<file path="src/hdl/clr_pkg.sv">
// shared constants, types and helpers for the cubic lagrange resampler
`default_nettype none
package clr_pkg;
    localparam int MaxKnots = 1024;
    localparam int IdxW = $clog2(MaxKnots);
    localparam int CntW = 11;
    localparam int MagW = 32;
    localparam int ProdW = 3 * MagW;
    localparam int NumW = ProdW + 16;
    localparam int MulSteps = MagW;
    localparam int DivSteps = NumW;

    localparam logic OP_LOAD = 1'b0;
    localparam logic OP_QUERY = 1'b1;

    localparam logic [1:0] ST_OK = 2'd0;
    localparam logic [1:0] ST_ABOVE = 2'd1;
    localparam logic [1:0] ST_FEW = 2'd2;
    localparam logic [1:0] ST_ZDEN = 2'd3;

    localparam logic CFG_KNOT_COUNT = 1'b0;
    localparam logic CFG_EXTEND_MODE = 1'b1;

    typedef logic signed [32:0] diff_t;

    function automatic logic [MagW-1:0] mag33(input diff_t v);
        logic [32:0] neg_v;
        neg_v = 33'(-v);
        return v[32] ? neg_v[MagW-1:0] : v[MagW-1:0];
    endfunction

    function automatic logic [MagW-1:0] mag32(input logic signed [31:0] v);
        logic [32:0] neg_v;
        neg_v = 33'(-{v[31], v});
        return v[31] ? neg_v[MagW-1:0] : v;
    endfunction
endpackage
`default_nettype wire

</file>
<file path="src/hdl/clr_div.sv">
// restoring divider for one lagrange weight, with rounding and saturation
`default_nettype none
module clr_div (
    input  wire logic                        clk,
    input  wire logic                        rst_n,
    input  wire logic                        start,
    input  wire logic [clr_pkg::NumW-1:0]    num,
    input  wire logic [clr_pkg::ProdW-1:0]   den,
    input  wire logic                        neg,
    output logic                             done,
    output logic signed [31:0]               w
);
    localparam int SW = $clog2(clr_pkg::DivSteps);
    localparam int RW = clr_pkg::ProdW + 1;

    logic                       busy_reg;
    logic                       done_reg;
    logic [SW-1:0]              cnt_reg;
    logic [clr_pkg::NumW-1:0]   num_reg;
    logic [clr_pkg::ProdW-1:0]  den_reg;
    logic [RW-1:0]              rem_reg;
    logic [32:0]                quo_reg;
    logic                       ovf_reg;
    logic                       neg_reg;

    logic [RW-1:0]  rem_sh;
    logic           ge;
    logic           round_up;
    logic [33:0]    q_fin;

    assign rem_sh = {rem_reg[RW-2:0], num_reg[clr_pkg::NumW-1]};
    assign ge     = rem_sh >= {1'b0, den_reg};

    always_ff @(posedge clk or negedge rst_n)
    begin
        if (!rst_n)
        begin
            busy_reg <= 1'b0;
            done_reg <= 1'b0;
            cnt_reg  <= '0;
        end
        else
        begin
            done_reg <= 1'b0;
            if (start)
            begin
                busy_reg <= 1'b1;
                cnt_reg  <= '0;
            end
            else if (busy_reg)
            begin
                cnt_reg <= cnt_reg + 1'b1;
                if (cnt_reg == SW'(clr_pkg::DivSteps - 1))
                begin
                    busy_reg <= 1'b0;
                    done_reg <= 1'b1;
                end
            end
        end
    end

    always_ff @(posedge clk)
    begin
        if (start)
        begin
            num_reg <= num;
            den_reg <= den;
            neg_reg <= neg;
            rem_reg <= '0;
            quo_reg <= '0;
            ovf_reg <= 1'b0;
        end
        else if (busy_reg)
        begin
            num_reg <= {num_reg[clr_pkg::NumW-2:0], 1'b0};
            rem_reg <= ge ? rem_sh - {1'b0, den_reg} : rem_sh;
            quo_reg <= {quo_reg[31:0], ge};
            ovf_reg <= ovf_reg | quo_reg[32];
        end
    end

    // half away from zero on the magnitude
    assign round_up = {rem_reg, 1'b0} >= {2'b00, den_reg};
    assign q_fin    = {1'b0, quo_reg} + 34'(round_up);

    always_comb
    begin
        if (neg_reg)
        begin
            if (ovf_reg || q_fin > 34'h0_8000_0000)
            begin
                w = 32'sh8000_0000;
            end
            else
            begin
                w = 32'(-q_fin);
            end
        end
        else
        begin
            if (ovf_reg || q_fin > 34'h0_7FFF_FFFF)
            begin
                w = 32'sh7FFF_FFFF;
            end
            else
            begin
                w = q_fin[31:0];
            end
        end
    end

    assign done = done_reg;
endmodule
`default_nettype wire

</file>
<file path="config.mk">
export PLATFORM = sky130hd
export DESIGN_NAME = clr_div
export DESIGN_NICKNAME = d
export VERILOG_FILES = /design/src/hdl/clr_pkg.sv /design/src/hdl/clr_div.sv
export SDC_FILE = /design/constraint.sdc
export NUM_CORES = 1
export LEC_CHECK = 0
export BUFFER_PORTS_ARGS = -buffer_cell sky130_fd_sc_hd__buf_2
export CORE_MARGIN = 10
export CORE_UTILIZATION = 33
export CTS_BUF_LIST = sky130_fd_sc_hd__clkbuf_16
export DETAILED_ROUTE_END_ITERATION = 7
export PLACE_DENSITY = 0.49
export SKIP_CTS_REPAIR_TIMING = 1
export SYNTH_ARGS = -nofsm -noshare
export SYNTH_HDL_FRONTEND = slang
export SYNTH_SLANG_ARGS = --single-unit
</file>
<file path="constraint.sdc">
create_clock -name clk -period 11.9 [get_ports clk]
set_input_delay 1.785 -clock clk [delete_from_list [all_inputs] [get_ports clk]]
set_output_delay 1.785 -clock clk [all_outputs]
set_load 0.01 [all_outputs]
</file>
==> flow_summary_export.csv <==
group,metric,value,unit
timing,hold_violations,0,
power_and_ir_drop,clockPowerShare,22.6,%
placed_design,hpwl,51400,microns
placed_design,pre_cts_ws,2610,ps
synthesis,synth_area,22800,sq um
cts,cts_num_sinks,349,
detailed_routing,dr.pass1.iters,6,
detailed_routing,routed_wl,69000,microns
critical_path,crit_arrival,8030,ps
final_layout,area_growth_syn_to_layout,14.4,%
power_and_ir_drop,p_sw,2.45,mW
cts,insertion_delay,590,ps
final_layout,fillCellCount,7001,
grt,grt-ovfl-total,0,
cts,cts_max_path_buffers,3,
final_layout,nets,2949,
synthesis,mappedNetlistNets,2804,
detailed_routing,viasPerCell,5.34,
die,core_area,68600,sq um
power_and_ir_drop,p_leak,11.2,nW
detailed_routing,drcViolationCount,0,
final_layout,drive_gt1_share,18.2,%
timing,setup_viol,0,
critical_path,cp-start-kind,"flip-flop",
worst_hold_path,hold_path_class,"reg2reg",
critical_path,end_kind,"output port",
synthesis,async_flop_share,2.58,%
die,die_y,283,microns
synthesis,ys_dominant_reg_cell,"edfxtp_1",
timing,timing.fmax,102,MHz
synthesis,ys_types,95,
grt,grt_use_total,16.6,%
synthesis,avgSynthCellArea,9.17,sq um
cts,cts_made_buffers,43,
power_and_ir_drop,power.density,226,nW/um^2
final_layout,largest_register_ffs,112,
final_layout,utilization,38.1,%
detailed_routing,ant_nets,0,
timing,fin_skew,19.7,ps
status,status,"complete, no violations",
detailed_routing,wl_per_cell,19.2,microns
timing,rsz0062_at_grt,"no",
die,io_pins,245,
detailed_routing,vias,19200,
cts,clkSlewWorstSetupHoldPaths,50,ps
grt,antenna_found_initial,6,
power_and_ir_drop,p_seq_share,28.1,%
grt,grt_start_max_net_pins,89,
die,dieWidth,283,microns
cts,h-tree-depth,2,
timing,relSlewSlack,23.8,%
critical_path,critPathMaxFanout,25,
synthesis,yosysWarnings,0,
die,initial_core_util,33.3,%
timing,report.final.slew_viol_count,0,
timing,min_period,9820,ps
cts,cts_tree,"done",
power_and_ir_drop,power.internal,3.45,mW
power_and_ir_drop,power_frac_comb,49.3,%
timing,period_share,82.5,%
timing,tightest_slew,1140,ps
grt,grt_pass1_vias,19000,
synthesis,ys_ff_latch,349,
critical_path,path_class,"reg2out",
timing,totalNegativeSetupSlack,0,ps
power_and_ir_drop,swShare,41.6,%
die,rows,96,
synthesis,seq_area_frac_synth,40.0,%
placed_design,io_buffers,244,
synthesis,synth-edff-count,209,
power_and_ir_drop,ir_worst_vdd,0.000114,V
critical_path,cp.required,10120,ps
run,cap_violations,0,
synthesis,synth_cells,2490,
detailed_routing,drt_iter0_drc,1463,
grt,grt_pass1_wl,109000,microns
die,die-area,80100,sq um
cts,clock-root-buffer,"clkbuf_16",
placed_design,gp_congestion,0.898,
timing,finalWorstSetupSlack,2080,ps
-- power by group through the flow --
stage | sequential, mW | clock (mW) | combinational (mW)
floorplan | 1.64 | 0 | 2.17
global placement | 1.67 | 0 | 2.87
detailed placement | 1.68 | 0 | 2.87
CTS | 1.66 | 1.39 | 2.89
global route | 1.69 | 1.44 | 3.23
finish | 1.66 | 1.34 | 2.91
-- layout by cell type (no fill, tap or decap), types with 8 or more instances in the layout --
cell type  count
a21oi_1      216
o21ai_1        8
nor3_1        50
nand2b_1      10
o31ai_1       12
and4_1        19
a21boi_0      17
o21a_1        19
xor2_1        52
dfxtp_1      131
mux2_2       116
and3_1        25
or3_1         16
a31oi_1       22
nand3_1       53
clkinv_1       8
a311oi_1      10
dfrtp_1        8
buf_4         16
a21o_1        61
edfxtp_1     209
o21ai_0      103
o22ai_1       11
a211oi_1      64
o21bai_1      37
nor2b_1       12
inv_1        154
clkbuf_16     43
xnor2_1       61
nor2_1       235
nor4_1        17
ha_1         101
and2_1        10
a211o_1       11
o211ai_1      12
mux2i_1       83
buf_2        243
nand2_1      187
nand4_1       68
-- cell usage after synthesis (all sizes together), types with 22 or more instances --
library cell / number / area, sq um
a211oi: 67 / 518
a21o: 61 / 458
a21oi: 216 / 1080
a31oi: 22 / 138
and3: 26 / 168
buf: 46 / 248
clkbuf: 114 / 430
dfxtp: 131 / 2620
edfxtp: 209 / 6280
ha: 101 / 1260
inv: 147 / 552
mux2: 118 / 1330
mux2i: 83 / 831
nand2: 187 / 702
nand3: 56 / 303
nand4: 71 / 463
nor2: 241 / 915
nor3: 52 / 270
o21ai: 112 / 564
o21bai: 38 / 289
xnor2: 62 / 551
xor2: 52 / 455
-- layer usage --
metal | global-route usage (%) | routed length (microns) | vias to the layer above | part of all wire [%]
li1 | - | - | 9446 | -
met1 | 21.8 | 31700 | 9142 | 46
met2 | 26.9 | 31500 | 489 | 46
met3 | 3.68 | 3880 | 119 | 5.6
met4 | 4.89 | 1840 | 10 | 2.7
met5 | 0 | 57 | - | 0.083
-- logic make-up (layout without fill, tap and decap cells) --
logic type / count (synthesis) / after routing / share of synthesized area [%]
AO/OA/AOI/OAI: 671 / 671 / 19.1
flip-flops: 349 / 349 / 40.0
adder cells (fa/ha/maj): 102 / 102 / 5.62
multiplexers: 201 / 201 / 9.46
buffers and inverters: 308 / 486 / 5.40
XOR/XNOR: 114 / 114 / 4.41
other: 0 / 1 / 0
AND/OR/NAND/NOR: 745 / 745 / 16.1
-- worst max-delay path, stage by stage (launching register included) --
cell	delay, ps
edfxtp_1	330
inv_1	40
ha_1	400
a21oi_1	220
o21ai_0	290
a21o_1	270
a21oi_1	230
o21ai_0	170
a21o_1	200
a221oi_1	590
o21ai_0	210
a21oi_1	200
o211ai_1	230
ha_1	360
ha_1	260
nand3_1	120
xor2_1	330
nor3b_2	310
o2111ai_1	230
and4bb_2	410
nand4_2	220
o31ai_4	970
nor2_2	310
a311oi_1	340
buf_2	190
-- per-stage QoR --
stage / std cells / total power [mW] / area, sq um / hold slack [ps]
floorplan: 2490 / 3.80 / 22800 / 431
global placement: 3521 / 4.54 / 24700 / 453
detailed placement: 3521 / 4.55 / 24700 / 456
CTS: 3599 / 5.94 / 26100 / 469
global route: 3600 / 6.35 / 26100 / 518
finish: 3600 / 5.90 / 26100 / 466
-- cell type report --
cell class	count	area [sq um]	share of cell area, %
antenna	1	2.50	0.00958
clock buffer	43	1080	4.12
clock inverter	35	350	1.34
inverter	148	558	2.14
multi-input combinational	1833	12500	47.8
sequential	349	9130	35.0
tap	931	1160	4.46
timing repair buffer	260	1350	5.17
-- worst paths after layout --
kind,from,endpoint,slack [ps],depth (start not counted)
worst max-delay path,den_reg[37]$_DFFE_PP_,w[8],2080,24
worst min-delay path,ovf_reg$_SDFFE_PP0P_,ovf_reg$_SDFFE_PP0P_,470,2
worst max register to register,den_reg[86]$_DFFE_PP_,rem_reg[82]$_SDFFE_PP0P_,7020,13
worst min register to register,ovf_reg$_SDFFE_PP0P_,ovf_reg$_SDFFE_PP0P_,470,2
max in group asynchronous,rst_n,busy_reg$_DFF_PN0_,10670,1
min in group asynchronous,rst_n,cnt_reg[1]$_DFFE_PN0P_,1030,1
Note: power is estimated with default switching activity, not from simulation.
