`config.mk`:
```
export PLATFORM = sky130hd
export DESIGN_NAME = clr_mul
export DESIGN_NICKNAME = d
export VERILOG_FILES = /design/src/hdl/clr_pkg.sv /design/src/hdl/clr_mul.sv
export SDC_FILE = /design/constraint.sdc
export NUM_CORES = 1
export LEC_CHECK = 0
export BUFFER_PORTS_ARGS = -buffer_cell sky130_fd_sc_hd__buf_2
export CAP_MARGIN = 5
export CORE_MARGIN = 2
export CORE_UTILIZATION = 53
export DETAILED_ROUTE_END_ITERATION = 16
export PLACE_DENSITY = 0.77
export SYNTH_ARGS = -nofsm -noshare
export SYNTH_HDL_FRONTEND = slang
export SYNTH_SLANG_ARGS = --single-unit
```
`constraint.sdc`:
```
create_clock -name clk -period 4.08 [get_ports clk]
set_clock_uncertainty 0.15 [all_clocks]
set_input_delay 0.816 -clock clk [delete_from_list [all_inputs] [get_ports clk]]
set_output_delay 0.816 -clock clk [all_outputs]
set_load 0.05 [all_outputs]
```
`src/hdl/clr_pkg.sv`:
```
// shared constants, types and helpers for the cubic lagrange resampler
`default_nettype none
package clr_pkg;
    localparam int MaxKnots = 1024;
    localparam int IdxW = $clog2(MaxKnots);
    localparam int CntW = 11;
    localparam int MagW = 32;
    localparam int ProdW = 3 * MagW;
    localparam int NumW = ProdW + 16;
    localparam int MulSteps = MagW;
    localparam int DivSteps = NumW;

    localparam logic OP_LOAD = 1'b0;
    localparam logic OP_QUERY = 1'b1;

    localparam logic [1:0] ST_OK = 2'd0;
    localparam logic [1:0] ST_ABOVE = 2'd1;
    localparam logic [1:0] ST_FEW = 2'd2;
    localparam logic [1:0] ST_ZDEN = 2'd3;

    localparam logic CFG_KNOT_COUNT = 1'b0;
    localparam logic CFG_EXTEND_MODE = 1'b1;

    typedef logic signed [32:0] diff_t;

    function automatic logic [MagW-1:0] mag33(input diff_t v);
        logic [32:0] neg_v;
        neg_v = 33'(-v);
        return v[32] ? neg_v[MagW-1:0] : v[MagW-1:0];
    endfunction

    function automatic logic [MagW-1:0] mag32(input logic signed [31:0] v);
        logic [32:0] neg_v;
        neg_v = 33'(-{v[31], v});
        return v[31] ? neg_v[MagW-1:0] : v;
    endfunction
endpackage
`default_nettype wire

```
`src/hdl/clr_mul.sv`:
```
// shift-add multiplier, one multiplier bit per cycle
`default_nettype none
module clr_mul (
    input  wire logic                        clk,
    input  wire logic                        rst_n,
    input  wire logic                        start,
    input  wire logic [2*clr_pkg::MagW-1:0]  a,
    input  wire logic [clr_pkg::MagW-1:0]    b,
    output logic                             done,
    output logic [clr_pkg::ProdW-1:0]        p
);
    localparam int SW = $clog2(clr_pkg::MulSteps);

    logic                       busy_reg;
    logic                       done_reg;
    logic [SW-1:0]              cnt_reg;
    logic [clr_pkg::ProdW-1:0]  mcand_reg;
    logic [clr_pkg::MagW-1:0]   mplier_reg;
    logic [clr_pkg::ProdW-1:0]  acc_reg;

    always_ff @(posedge clk or negedge rst_n)
    begin
        if (!rst_n)
        begin
            busy_reg <= 1'b0;
            done_reg <= 1'b0;
            cnt_reg  <= '0;
        end
        else
        begin
            done_reg <= 1'b0;
            if (start)
            begin
                busy_reg <= 1'b1;
                cnt_reg  <= '0;
            end
            else if (busy_reg)
            begin
                cnt_reg <= cnt_reg + 1'b1;
                if (cnt_reg == SW'(clr_pkg::MulSteps - 1))
                begin
                    busy_reg <= 1'b0;
                    done_reg <= 1'b1;
                end
            end
        end
    end

    always_ff @(posedge clk)
    begin
        if (start)
        begin
            mcand_reg  <= clr_pkg::ProdW'(a);
            mplier_reg <= b;
            acc_reg    <= '0;
        end
        else if (busy_reg)
        begin
            if (mplier_reg[0])
            begin
                acc_reg <= acc_reg + mcand_reg;
            end
            mcand_reg  <= {mcand_reg[clr_pkg::ProdW-2:0], 1'b0};
            mplier_reg <= {1'b0, mplier_reg[clr_pkg::MagW-1:1]};
        end
    end

    assign done = done_reg;
    assign p    = acc_reg;
endmodule
`default_nettype wire

```
==> results of run 1 <==
[stage by stage]
step | setup WS (ns) | util
finish | 0.251 | 0.611
detailed placement | 0.289 | 0.579
global placement | 0.266 | 0.579
floorplan | 0.0109 | -
global route | 0.0733 | 0.611
CTS | 0.262 | 0.611
[tightest hold or removal path: stages, from the launching register on]
cell,delay [ns]
sky130_fd_sc_hd__dfxtp_1,0.32
sky130_fd_sc_hd__nand2_1,0.06
sky130_fd_sc_hd__a21oi_1,0.05
[routing by layer]
layer | GRT usage | wire (um)
met2 | 0.442 | 18500
met1 | 0.357 | 18000
met3 | 0.0365 | 2180
met4 | 0.0829 | 1170
met5 | 0 | 0
[power groups by stage]
| stage | logic (mW) | clock network (mW) | registers [mW] |
|---|---|---|---|
| detailed placement | 3.09 | 0 | 2.94 |
| CTS | 3.12 | 2.40 | 2.90 |
| floorplan | 1.88 | 0 | 3.41 |
| finish | 3.15 | 2.35 | 2.90 |
| global route | 3.43 | 2.47 | 2.92 |
| global placement | 3.06 | 0 | 2.93 |
[logic make-up (layout without fill, tap and decap cells)]
logic type,Yosys count,after routing
other,0,1
AND/OR/NAND/NOR,493,493
buffers and inverters,133,294
XOR/XNOR,82,82
adder cells (fa/ha/maj),98,98
AO/OA/AOI/OAI,488,488
multiplexers,130,130
flip-flops,231,231
[cell type report]
class | instances | area [sq um] | share of cell area
diodes | 1 | 2.50 | 0.000148
clock buffers | 37 | 773 | 0.0458
clock inverters | 11 | 96.3 | 0.00571
inverters | 37 | 139 | 0.00823
multi-input cells | 1291 | 8660 | 0.513
flip-flops and latches | 231 | 5620 | 0.333
well taps | 378 | 473 | 0.0280
repair buffers | 209 | 1110 | 0.0660
[layout by cell type (no fill, tap or decap), types with 14 or more instances in the layout]
cell type                   netlist  routed
sky130_fd_sc_hd__nand2_1        221     219
sky130_fd_sc_hd__buf_2           10     194
sky130_fd_sc_hd__a21oi_1        186     186
sky130_fd_sc_hd__dfxtp_1        128     128
sky130_fd_sc_hd__nor2_1         116     115
sky130_fd_sc_hd__o21ai_0        101     101
sky130_fd_sc_hd__ha_1            97      97
sky130_fd_sc_hd__edfxtp_1        96      96
sky130_fd_sc_hd__mux2_2          94      94
sky130_fd_sc_hd__xnor2_1         50      50
sky130_fd_sc_hd__nand4_1         49      49
sky130_fd_sc_hd__a21o_1          45      45
sky130_fd_sc_hd__inv_1           36      36
sky130_fd_sc_hd__mux2i_1         36      36
sky130_fd_sc_hd__xor2_1          32      32
sky130_fd_sc_hd__o21bai_1        30      30
sky130_fd_sc_hd__nor3_1          28      28
sky130_fd_sc_hd__clkbuf_16        0      27
sky130_fd_sc_hd__nand3_1         21      21
sky130_fd_sc_hd__o21ai_1         14      14
[path summary, 6_finish.rpt]
kind | from | endpoint | slack, ns | depth (start not counted)
worst max-delay path | mcand_reg[0] | p[92] | 0.25 | 13
worst min-delay path | p[28] | p[28] | 0.32 | 2
worst max register to register | mcand_reg[0] | p[92] | 0.25 | 13
worst min register to register | p[28] | p[28] | 0.32 | 2
max in group asynchronous | rst_n | busy_reg | 3.09 | 2
min in group asynchronous | rst_n | done | 0.50 | 2
==> run summary, run 1 <==
The flow ran to the end, and the final reports show no timing, DRC or antenna violations. The fraction of layout instances using a drive strength above 1 works out to 0.208. The synthesized-area fraction occupied by ao, oa, aoi and oai cells was 0.208; the number of max-slew violations in the final report was 0. The arithmetic-cell share of the synthesized area counting full adders, half adders and majority gates works out to 0.0835. Most frequently used cell type in the post-synthesis netlist: sky130_fd_sc_hd__nand2_1. The width of the chip was 171 um; the number of enable flip-flop cells after synthesis was 96. At the worst endpoint, the arrival time is 4.11 ns.

Synthesis produced a netlist with a net count of 1852. The areal power density over the cells came out at 497 mW/mm^2. The cell area that synthesis handed to floorplanning was 0.0148 sq mm. The portion of the post-synthesis area used by sequential elements is 0.380. Yosys attributes the largest share of cell area to sky130_fd_sc_hd__edfxtp_1 (20%), sky130_fd_sc_hd__dfxtp_1 (17%), sky130_fd_sc_hd__ha_1 (8.2%), sky130_fd_sc_hd__mux2_2 (7.2%), sky130_fd_sc_hd__a21oi_1 (6.3%). The kind of critical path is reg2reg. The initial cell density of the core came out at 0.535. At the worst endpoint, the required time is 4.36 ns. The count of distinct cell types in the synthesized netlist was 77; the top cell type's share of synthesized area was 0.195. The critical path's slowest cell was sky130_fd_sc_hd__fa_1.

The filler cells instantiated in the layout total 2422. The slew of the pin with the lowest slew margin was 0.667 ns; the final routed DRC violation total was 0. In this design, the largest share of critical-path delay is due to compound AO/OA/AOI/OAI gates.

Routability-driven placement finished with a final weighted congestion of 0.969. After detailed routing, the number of vias per cell comes to 5.87. The final standard cell area without fillers was 0.0169 sq mm; the H-tree depth reported by CTS was 1. The tools report the number of nets in the final layout as 1993.

The share of total power in combinational logic is 0.375, and the leakage dissipation is 7.49 nW. The clock latency reported for the late side of the worst-skew pair is 0.54 ns, and the global-route wire length before repair is 62.9 mm. Clock-pin slew was measured on the worst setup and hold paths at 0.06 ns. The number of buffer cells added on primary ports is 195.

The clock period could shrink to 3.83 ns. The internal power of the cells totals 5.14 mW. The final route contains 12.9k vias. After synthesis, the largest family of logic cells by area is compound AO/OA/AOI/OAI gates.

Via count of the first global-routing pass: 12.4k. The worst setup path is captured at a flip-flop. The tools report the hold violation total from the final report as 0. In the final timing run, aggregate negative setup slack is 0 ns. The async set-or-reset flop fraction in the synthesized netlist was 0.0303. The tools report the I/O pin count as 196. Overall power consumption after layout is estimated at 8.39 mW. The worst-case headroom to the max-slew limit was 0.551; the share of cell area taken by muxes after synthesis was 0.0960.

The tightest min-delay check is of the reg2reg type. Each instance of the synthesized netlist takes up on average 8.93 sq um. Worst slack on hold paths: 0.324 ns. The net switching power was 3.25 mW. The fraction of power consumed by sequential logic is 0.345, and the largest fanout on the critical path is 4. The post-cts gate resize count was 0. Clock sink count: 231. Counting the buffers created by CTS gives 26.

The floorplan die height works out to 171 um. Yosys printed 0 warnings. By count the netlist is led by sky130_fd_sc_hd__nand2_1 (221), sky130_fd_sc_hd__a21oi_1 (186), sky130_fd_sc_hd__dfxtp_1 (128). The simple logic cell fraction of the synthesized area came out at 0.149. The tool flagged a number of max-cap violations equal to 0.

The category of the worst setup path launch point is a flip-flop. Setup repair after global routing left no endpoint under its margin. The switching part of the total power was 0.387; the maximum VDD drop was 335 uV.

The top achievable clock speed is 261 MHz. The delay of the slowest cell on the worst path was 0.43 ns. Number of buffer and inverter stages on the critical path: 1. The synthesized design contains 231 register bits. The detailed-routing iteration count for the pre-antenna-repair pass is 5. The largest net degree at the start of global routing was 112. TritonCTS built the clock tree.

The detail route stage leaves a number of antenna-violating nets equal to 0. Dividing the detail-routed wire length by the instance count gives 18.2 um. The number of hold buffers added after CTS was 1. The xor and xnor fraction of the mapped netlist area works out to 0.0486.

The post-CTS setup buffer count was 0. Half-perimeter wire length after detailed placement: 29.9 mm. The number of placed instances, taps included, is 2145. The remaining global-route overflow was 0; the count of standard-cell rows was 61.

In the synthesized netlist the dominant register cell turns out to be sky130_fd_sc_hd__dfxtp_1. The ratio of final minimum period to clock period came out at 0.939. The cell sitting at the root of the clock tree is a sky130_fd_sc_hd__clkbuf_16.

From synthesis to final layout, the design area changed by 14.2%. The critical path goes through ha_1 -> fa_1 -> a211oi_1 -> nor2_1 -> o211ai_1 -> o22ai_1 -> nor3_1 -> buf_4 -> o31ai_4 -> a21oi_1 -> o21ai_1 -> xor2_1 -> a22o_1. Library cell with the largest summed area after synthesis: sky130_fd_sc_hd__edfxtp_1.

For this block, the initial DRC count from the detailed router was 960. The aggregate global-route resource usage was 0.265; the area inside the core boundary was 0.0276 sq mm. The run gives 0.280 as the clock network power share.

Synthesis produced a netlist whose cell count is 1655. Summing all placed instances gives a cell area of 0.0160 sq mm. In this run the deepest clock path goes through 3 buffers. Once layout is complete, the cells apart from fillers number 2195.

The run gives 0.0292 sq mm as the overall die area. Setup violations remaining at the end of the flow were counted as 0. The total wire length after detailed routing was 39.9 mm; the initial antenna violation count was 1.
Power figures use the tool's default switching activity.
==> inputs of run 2 (changes only) <==
--- a/config.mk
+++ b/config.mk
@@ -8,9 +8,10 @@
 export BUFFER_PORTS_ARGS = -buffer_cell sky130_fd_sc_hd__buf_2
 export CAP_MARGIN = 5
 export CORE_MARGIN = 2
-export CORE_UTILIZATION = 53
+export CORE_UTILIZATION = 35
 export DETAILED_ROUTE_END_ITERATION = 16
-export PLACE_DENSITY = 0.77
+export GPL_ROUTABILITY_DRIVEN = 0
+export PLACE_DENSITY = 0.52
 export SYNTH_ARGS = -nofsm -noshare
 export SYNTH_HDL_FRONTEND = slang
 export SYNTH_SLANG_ARGS = --single-unit
==> run 2 against run 1 <==
Critical path depth unchanged. Global-route usage decreased by 6.5 points. First-iteration DRC count fell by 0.10%. Sequential power about the same. Clock-buffer cell count grew 4. Via count about the same. Critical path type unchanged. Largest power group unchanged.
==> run summary, run 2 (same netlist as run 1, synthesis figures left out) <==
The flow ran to the end, and the final reports show no timing, DRC or antenna violations. The slew of the pin with the lowest slew margin came out at 1.14 ns (+0.471 ns). Worst-case headroom to the max-slew limit: 0.240 (-0.311).

The data arrival time at the worst-slack endpoint is 4.29 ns (+0.18 ns), and the share of total power in combinational logic is 0.368 (-0.007). The switching part of the total power was 0.392 (+0.00529). The tools report the overall die area as 0.0439 sq mm (+50%). The run gives 0 (unchanged) as the final routed DRC violation total. The tools report the filler cell count as 4317 (+78%). TritonCTS built the clock tree. The critical path is of the reg2reg type. The clock network power share came out at 0.297 (+0.017). The count of standard-cell rows was 75 (+23%); the ratio of final minimum period to clock period was 0.978 (+0.0391).

For the post-CTS setup buffer count, the log shows 0 (unchanged). The critical path data required time is 4.39 ns (+0.03 ns). The half-perimeter wire length after detailed placement is 34.0 mm (+14%). The largest net degree at the start of global routing is 58 (-48%). Clock tree synthesis selected as its root buffer the cell sky130_fd_sc_hd__clkbuf_16. The width of the chip is 210 um (+23%), and the clock sink count is 231 (unchanged). Leaving out fill and tap cells, the most frequent cells in the layout are sky130_fd_sc_hd__nand2_1 (219), sky130_fd_sc_hd__buf_2 (194), sky130_fd_sc_hd__a21oi_1 (185). Setup repair after global routing left no endpoint under its margin.

The area growth from synthesis to layout is 16.1%. The tools report the fraction of power consumed by sequential logic as 0.335 (-0.010). The areal power density over the cells was 505 mW/mm^2 (+1.6%).

The run gives 5 (unchanged) as the detailed-routing iteration count for the pre-antenna-repair pass. The run gives 0.58 ns (+0.04 ns) as the clock latency reported for the late side of the worst-skew pair. The design internal power came out at 5.26 mW (+2.3%). The worst hold path begins at p[81]. Worst hold-check path type: reg2reg. Aggregate global-route resource usage: 0.200 (-0.0651). Worst min-delay path endpoint: p[81]. The logs give 3 (unchanged) for the buffer levels on the longest clock path and 0 (unchanged) for the number of max-slew violations in the final report.

For the net switching power, the log shows 3.40 mW (+4.6%). The tools report the number of antenna repair diodes as 0 (-1). The initial antenna violation count is 0 (-1).

The run gives 0.0913 ns (-0.160 ns) as the slack of the critical path. The run gives 0.353 (-0.182) as the initial cell density of the core. The clock-pin slew of the registers on the worst-case setup and hold paths came out at 0.06 ns (about the same).

The number of buffer cells added on primary ports was 195 (unchanged). The tools report the final-layout setup total negative slack as 0 ns (unchanged). The nature of the critical path endpoint was a flip-flop. The total wire length after detailed routing was 44.7 mm (+12%); the I/O pin count was 196 (unchanged). The count of max-cap constraint violations was 0 (unchanged); the number of nets in the final layout was 1999 (+0.30%). The logs give 0.0419 sq mm (+51%) for the area inside the core boundary and 0.00867 sq mm (about the same) for the area occupied by multi-input gates. For the global-route wire length before repair, the log shows 70.6 mm (+12%). The H-tree depth reported by CTS is 1 (unchanged), and the number of buffers inserted during clock tree synthesis is 29 (+12%).

The floorplan die height is 210 um (+23%). The worst reg2reg path startpoint is mcand_reg[0]. The cell depth of the worst flop-to-flop path came out at 13 (unchanged). The largest fanout on the critical path is 4 (unchanged), and the average wire per cell in the routed design is 18.9 um (+4.2%). Leakage dissipation: 7.53 nW (+0.52%). The leading cell type in the layout, fill and taps excluded was sky130_fd_sc_hd__nand2_1. The tools report the register-to-register path setup slack as 0.09 ns (-0.16 ns).

The cell count of the worst hold path works out to 2 (unchanged). The maximum VDD drop is 311 uV (-7.2%). Hold violation total from the final report: 0 (unchanged). The logs give 0.00562 sq mm (unchanged) for the area of all sequential standard cells and 12.6k (+2.1%) for the via count of the first global-routing pass. The fraction of layout instances using a drive strength above 1 was 0.210 (+0.00171).

The worst register-to-register path ends at p[80]. The worst setup path is launched from a flip-flop. The remaining global-route overflow is 0 (unchanged). The post-place setup slack is 0.131 ns (-0.158 ns), and the final critical path time including I/O delays and setup is 3.99 ns (+0.160 ns). The setup violation total in the final timing report came out at 0 (unchanged).

The top achievable clock speed was 251 MHz (-4.0%); the final antenna-violating net count was 0 (unchanged). The detailed-route via count is 12.9k (-0.054%), and the per-cell via count in the routed design is 5.45 (-7.2%). The tools report the violation count after the first detailed-route iteration as 959 (-0.10%).
==> run 2: how the worst max path moves through the flow <==
stage	end	slack [ns]	startpoint	cells after the start
3_3_place_gp	p[92]	0.12	mcand_reg[0]	13
5_1_grt	p[80]	0.02	mcand_reg[0]	13
6_report	p[80]	0.09	mcand_reg[0]	13
4_1_cts	p[92]	0.1	mcand_reg[0]	13
2_1_floorplan	mcand_reg[0]	0.01	busy_reg	5
3_5_place_dp	p[92]	0.13	mcand_reg[0]	13
==> run 2: critical path, cell delays in order, from the launching register on <==
cell and delay [ns]:
sky130_fd_sc_hd__edfxtp_1 0.38, sky130_fd_sc_hd__ha_1 0.24, sky130_fd_sc_hd__fa_1 0.43, sky130_fd_sc_hd__a211oi_1 0.22, sky130_fd_sc_hd__nor2_1 0.12, sky130_fd_sc_hd__o211ai_1 0.38
sky130_fd_sc_hd__o22ai_1 0.22, sky130_fd_sc_hd__nor3_1 0.41, sky130_fd_sc_hd__buf_4 0.23, sky130_fd_sc_hd__o31ai_4 0.12, sky130_fd_sc_hd__a21oi_4 0.27, sky130_fd_sc_hd__o21bai_2 0.15
sky130_fd_sc_hd__and3_1 0.18, sky130_fd_sc_hd__or3_1 0.35
==> run 2: repair_timing <==
action,in CTS,in global routing
hold endpoints to repair,7,0
hold buffers,1,0
endpoints found under the setup margin,0,3
resized for setup,0,1
==> run 2: layout make-up <==
cell class	count	share of cell area
repair buffers	212	0.0648
clock inverters	13	0.00605
clock buffers	41	0.0491
flip-flops and latches	231	0.328
inverters	37	0.00809
multi-input cells	1291	0.505
well taps	539	0.0393
==> run 2: power groups by stage <==
stage	clock network, mW	logic (mW)	registers [mW]
after floorplan	0	1.88	3.41
after global routing	2.74	3.50	2.94
after global placement	0	3.15	2.95
after CTS	2.64	3.18	2.91
after detailed placement	0	3.16	2.95
final	2.57	3.19	2.90
==> run 2: layer usage <==
layer / track usage / part of all wire
met1: 0.277 / 0.47
met2: 0.327 / 0.46
met3: 0.0314 / 0.051
met4: 0.0492 / 0.024
met5: 0 / 0
==> run 2: metrics by stage <==
| stage | power [mW] | util | cell area (sq um) | hold WS [ns] | instances |
|---|---|---|---|---|---|
| floorplan | 5.29 | - | 14800 | 0.337 | 1655 |
| global placement | 6.10 | 0.387 | 16200 | 0.306 | 2309 |
| detailed placement | 6.11 | 0.387 | 16200 | 0.316 | 2309 |
| CTS | 8.72 | 0.410 | 17200 | 0.324 | 2364 |
| global route | 9.17 | 0.410 | 17200 | 0.337 | 2364 |
| finish | 8.66 | 0.410 | 17200 | 0.320 | 2364 |
==> inputs of run 3 (changes only) <==
--- a/config.mk
+++ b/config.mk
@@ -8,10 +8,11 @@
 export BUFFER_PORTS_ARGS = -buffer_cell sky130_fd_sc_hd__buf_2
 export CAP_MARGIN = 5
 export CORE_MARGIN = 2
-export CORE_UTILIZATION = 35
+export CORE_UTILIZATION = 53
 export DETAILED_ROUTE_END_ITERATION = 16
 export GPL_ROUTABILITY_DRIVEN = 0
-export PLACE_DENSITY = 0.52
+export PLACE_DENSITY = 0.74
+export SLEW_MARGIN = 25
 export SYNTH_ARGS = -nofsm -noshare
 export SYNTH_HDL_FRONTEND = slang
 export SYNTH_SLANG_ARGS = --single-unit
==> run 3 against run 2 <==
Sequential power about the same. Register-to-register slack better by 0.097 ns. First-iteration DRC count up 9.6%. Via count up 1.5%. Largest power group unchanged.
==> run summary, run 3 (same netlist as run 1, synthesis figures left out) <==
I/O pin count: 196 (unchanged). The delay of the slowest cell on the worst path is 0.44 ns (about the same). The number of nets in the final layout came out at 1998 (-0.050%). The per-cell via count in the routed design was 5.94 (+9.2%). The slack of the critical path came out at 0.188 ns (+0.0967 ns). The setup violation total in the final timing report is 0 (unchanged).

The flow ran to the end, and the final reports show no timing, DRC or antenna violations. The areal power density over the cells was 502 mW/mm^2 (-0.46%); the initial cell density of the core was 0.535 (+0.182). The logs give 0 (unchanged) for the final routed DRC violation total and 61 (-19%) for the count of standard-cell rows. The via count of the first global-routing pass was 12.5k (-1.4%).

The tree is rooted in a sky130_fd_sc_hd__clkbuf_16. The number of buffer cells added on primary ports works out to 195 (unchanged). The slew of the pin with the lowest slew margin is 0.849 ns (-0.289 ns), and the clock latency reported for the late side of the worst-skew pair is 0.53 ns (-0.05 ns). The clock sink count was 231 (unchanged); the overall die area was 0.0292 sq mm (-33%).

TritonCTS built the clock tree. Cell count of the worst hold path: 2 (unchanged). STA classifies the critical path startpoint as a flip-flop. The data arrival time at the worst-slack endpoint is 4.16 ns (-0.13 ns), and the average wire per cell in the routed design is 18.0 um (-5.0%). The clock-pin slew of the registers on the worst-case setup and hold paths is 0.06 ns (about the same), and the number of buffers inserted during clock tree synthesis is 27 (-6.9%). The synthesis-to-finish area growth works out to 14.6%. Walking the worst path, the cells encountered are ha_1 -> fa_1 -> a211oi_1 -> nor2_1 -> o211ai_1 -> o22ai_1 -> nor3_1 -> buf_4 -> o31ai_4 -> a21oi_1 -> o21ai_1 -> xor2_1 -> a22o_1. The H-tree depth reported by CTS is 1 (unchanged), and the final critical path time including I/O delays and setup is 3.89 ns (-0.0967 ns). The filler cell count came out at 2431 (-44%). The total wire length after detailed routing is 39.5 mm (-12%). For the final-layout setup total negative slack, the log shows 0 ns (unchanged).

The worst setup path is captured at a flip-flop. Leaving out fill and tap cells, the most frequent cells in the layout are sky130_fd_sc_hd__nand2_1 (219), sky130_fd_sc_hd__buf_2 (194), sky130_fd_sc_hd__a21oi_1 (186). The tools report the final antenna-violating net count as 0 (unchanged). The ratio of final minimum period to clock period came out at 0.954 (-0.0237).

The tools report the post-CTS setup buffer count as 0 (unchanged). Leaving out fill and tap cells, the most frequent cell in the layout is sky130_fd_sc_hd__nand2_1. The area inside the core boundary came out at 0.0276 sq mm (-34%). The cell depth of the worst flop-to-flop path was 13 (unchanged); the critical path data required time was 4.35 ns (-0.04 ns). The logs give 0 (unchanged) for the number of max-slew violations in the final report and 6 (+1) for the detailed-routing iteration count for the pre-antenna-repair pass.

Detailed-route via count: 13.1k (+1.5%). The top achievable clock speed was 257 MHz (+2.5%). The remaining global-route overflow came out at 0 (unchanged).

The floorplan die height is 171 um (-18%). The buffer levels on the longest clock path is 3 (unchanged), and the fraction of layout instances using a drive strength above 1 is 0.208 (-0.00174). For the post-route total power, the log shows 8.51 mW (-1.7%). Kind of critical path: reg2reg. The worst hold-check path type was reg2reg.

Largest net degree at the start of global routing: 112 (+93%). The slowest stage of the critical path is the sky130_fd_sc_hd__a21oi_1 cell. The tools report the violation count after the first detailed-route iteration as 1051 (+9.6%).

The logs give 0.334 ns (+0.203 ns) for the post-place setup slack and 0.613 (+0.203) for the core occupancy in the finished layout. The aggregate global-route resource usage is 0.261 (+0.0610), and the hold violation total from the final report is 0 (unchanged). The run gives 0 (unchanged) as the post-cts gate resize count.

The largest fanout on the critical path was 4 (unchanged). The tools report the number of hold buffers added after CTS as 1 (unchanged). The initial antenna violation count is 0 (unchanged), and the width of the chip is 171 um (-18%). For the count of max-cap constraint violations, the log shows 0 (unchanged). The global-route wire length before repair came out at 62.1 mm (-12%).

The leakage dissipation was 7.52 nW (about the same); the half-perimeter wire length after detailed placement was 29.4 mm (-14%). Setup repair after global routing left no endpoint under its margin. Worst-case headroom to the max-slew limit: 0.432 (+0.192). The number of antenna repair diodes was 0 (unchanged). The tools report the maximum VDD drop as 423 uV (+36%).
==> run 3: cell count changes in the layout (fill, tap and decap cells not counted), sizes merged <==
cell      delta
buf          +1
bufinv       +2
clkbuf       +1
clkinv       -7
clkinvlp     -1
==> run 3: layout make-up <==
cell class,count,area [sq um],share of cell area
tap,378,473,0.0279
inverter,37,139,0.00820
multi-input combinational,1291,8660,0.511
timing repair buffer,213,1140,0.0676
sequential,231,5620,0.332
clock buffer,42,792,0.0468
clock inverter,7,111,0.00657
==> run 3: layer usage <==
metal | track usage | wire, um
met1 | 0.350 | 17200
met2 | 0.431 | 18300
met4 | 0.0895 | 1340
met3 | 0.0384 | 2710
met5 | 0 | 0
==> run 3: final timing paths <==
check / slack [ns] / to / from
setup / recovery: 0.19 / p[92] / mcand_reg[0]
hold / removal: 0.32 / p[52] / p[52]
setup reg to reg: 0.19 / p[92] / mcand_reg[0]
hold reg to reg: 0.32 / p[52] / p[52]
max in group asynchronous: 3.09 / busy_reg / rst_n
min in group asynchronous: 0.50 / done / rst_n
==> run 3: worst max-delay path, delay by kind of cell, from the launching register on <==
| kind | cells | cell delay [ns] |
|---|---|---|
| and+or+nand+nor | 2 | 0.43 |
| adders and majority gates | 2 | 0.67 |
| DFF | 1 | 0.39 |
| xor gates and xnor gates | 1 | 0.17 |
| buffers and inverters | 1 | 0.20 |
| AOI/OAI and AO/OA | 7 | 1.77 |
==> run 3: report_power, final <==
part           internal (mW)  total (mW)  switching (mW)
clock network           1.51        2.46           0.946
logic                   1.08        3.15            2.08
registers               2.68        2.89           0.210
total                   5.27        8.51            3.23
==> run 3: metrics by stage <==
stage / std cells / hold slack [ns] / instance area (sq um)
floorplan: 1655 / 0.337 / 14800
detailed placement: 2149 / 0.317 / 16000
finish: 2199 / 0.321 / 16900
global route: 2199 / 0.339 / 16900
CTS: 2199 / 0.325 / 16900
global placement: 2149 / 0.308 / 16000
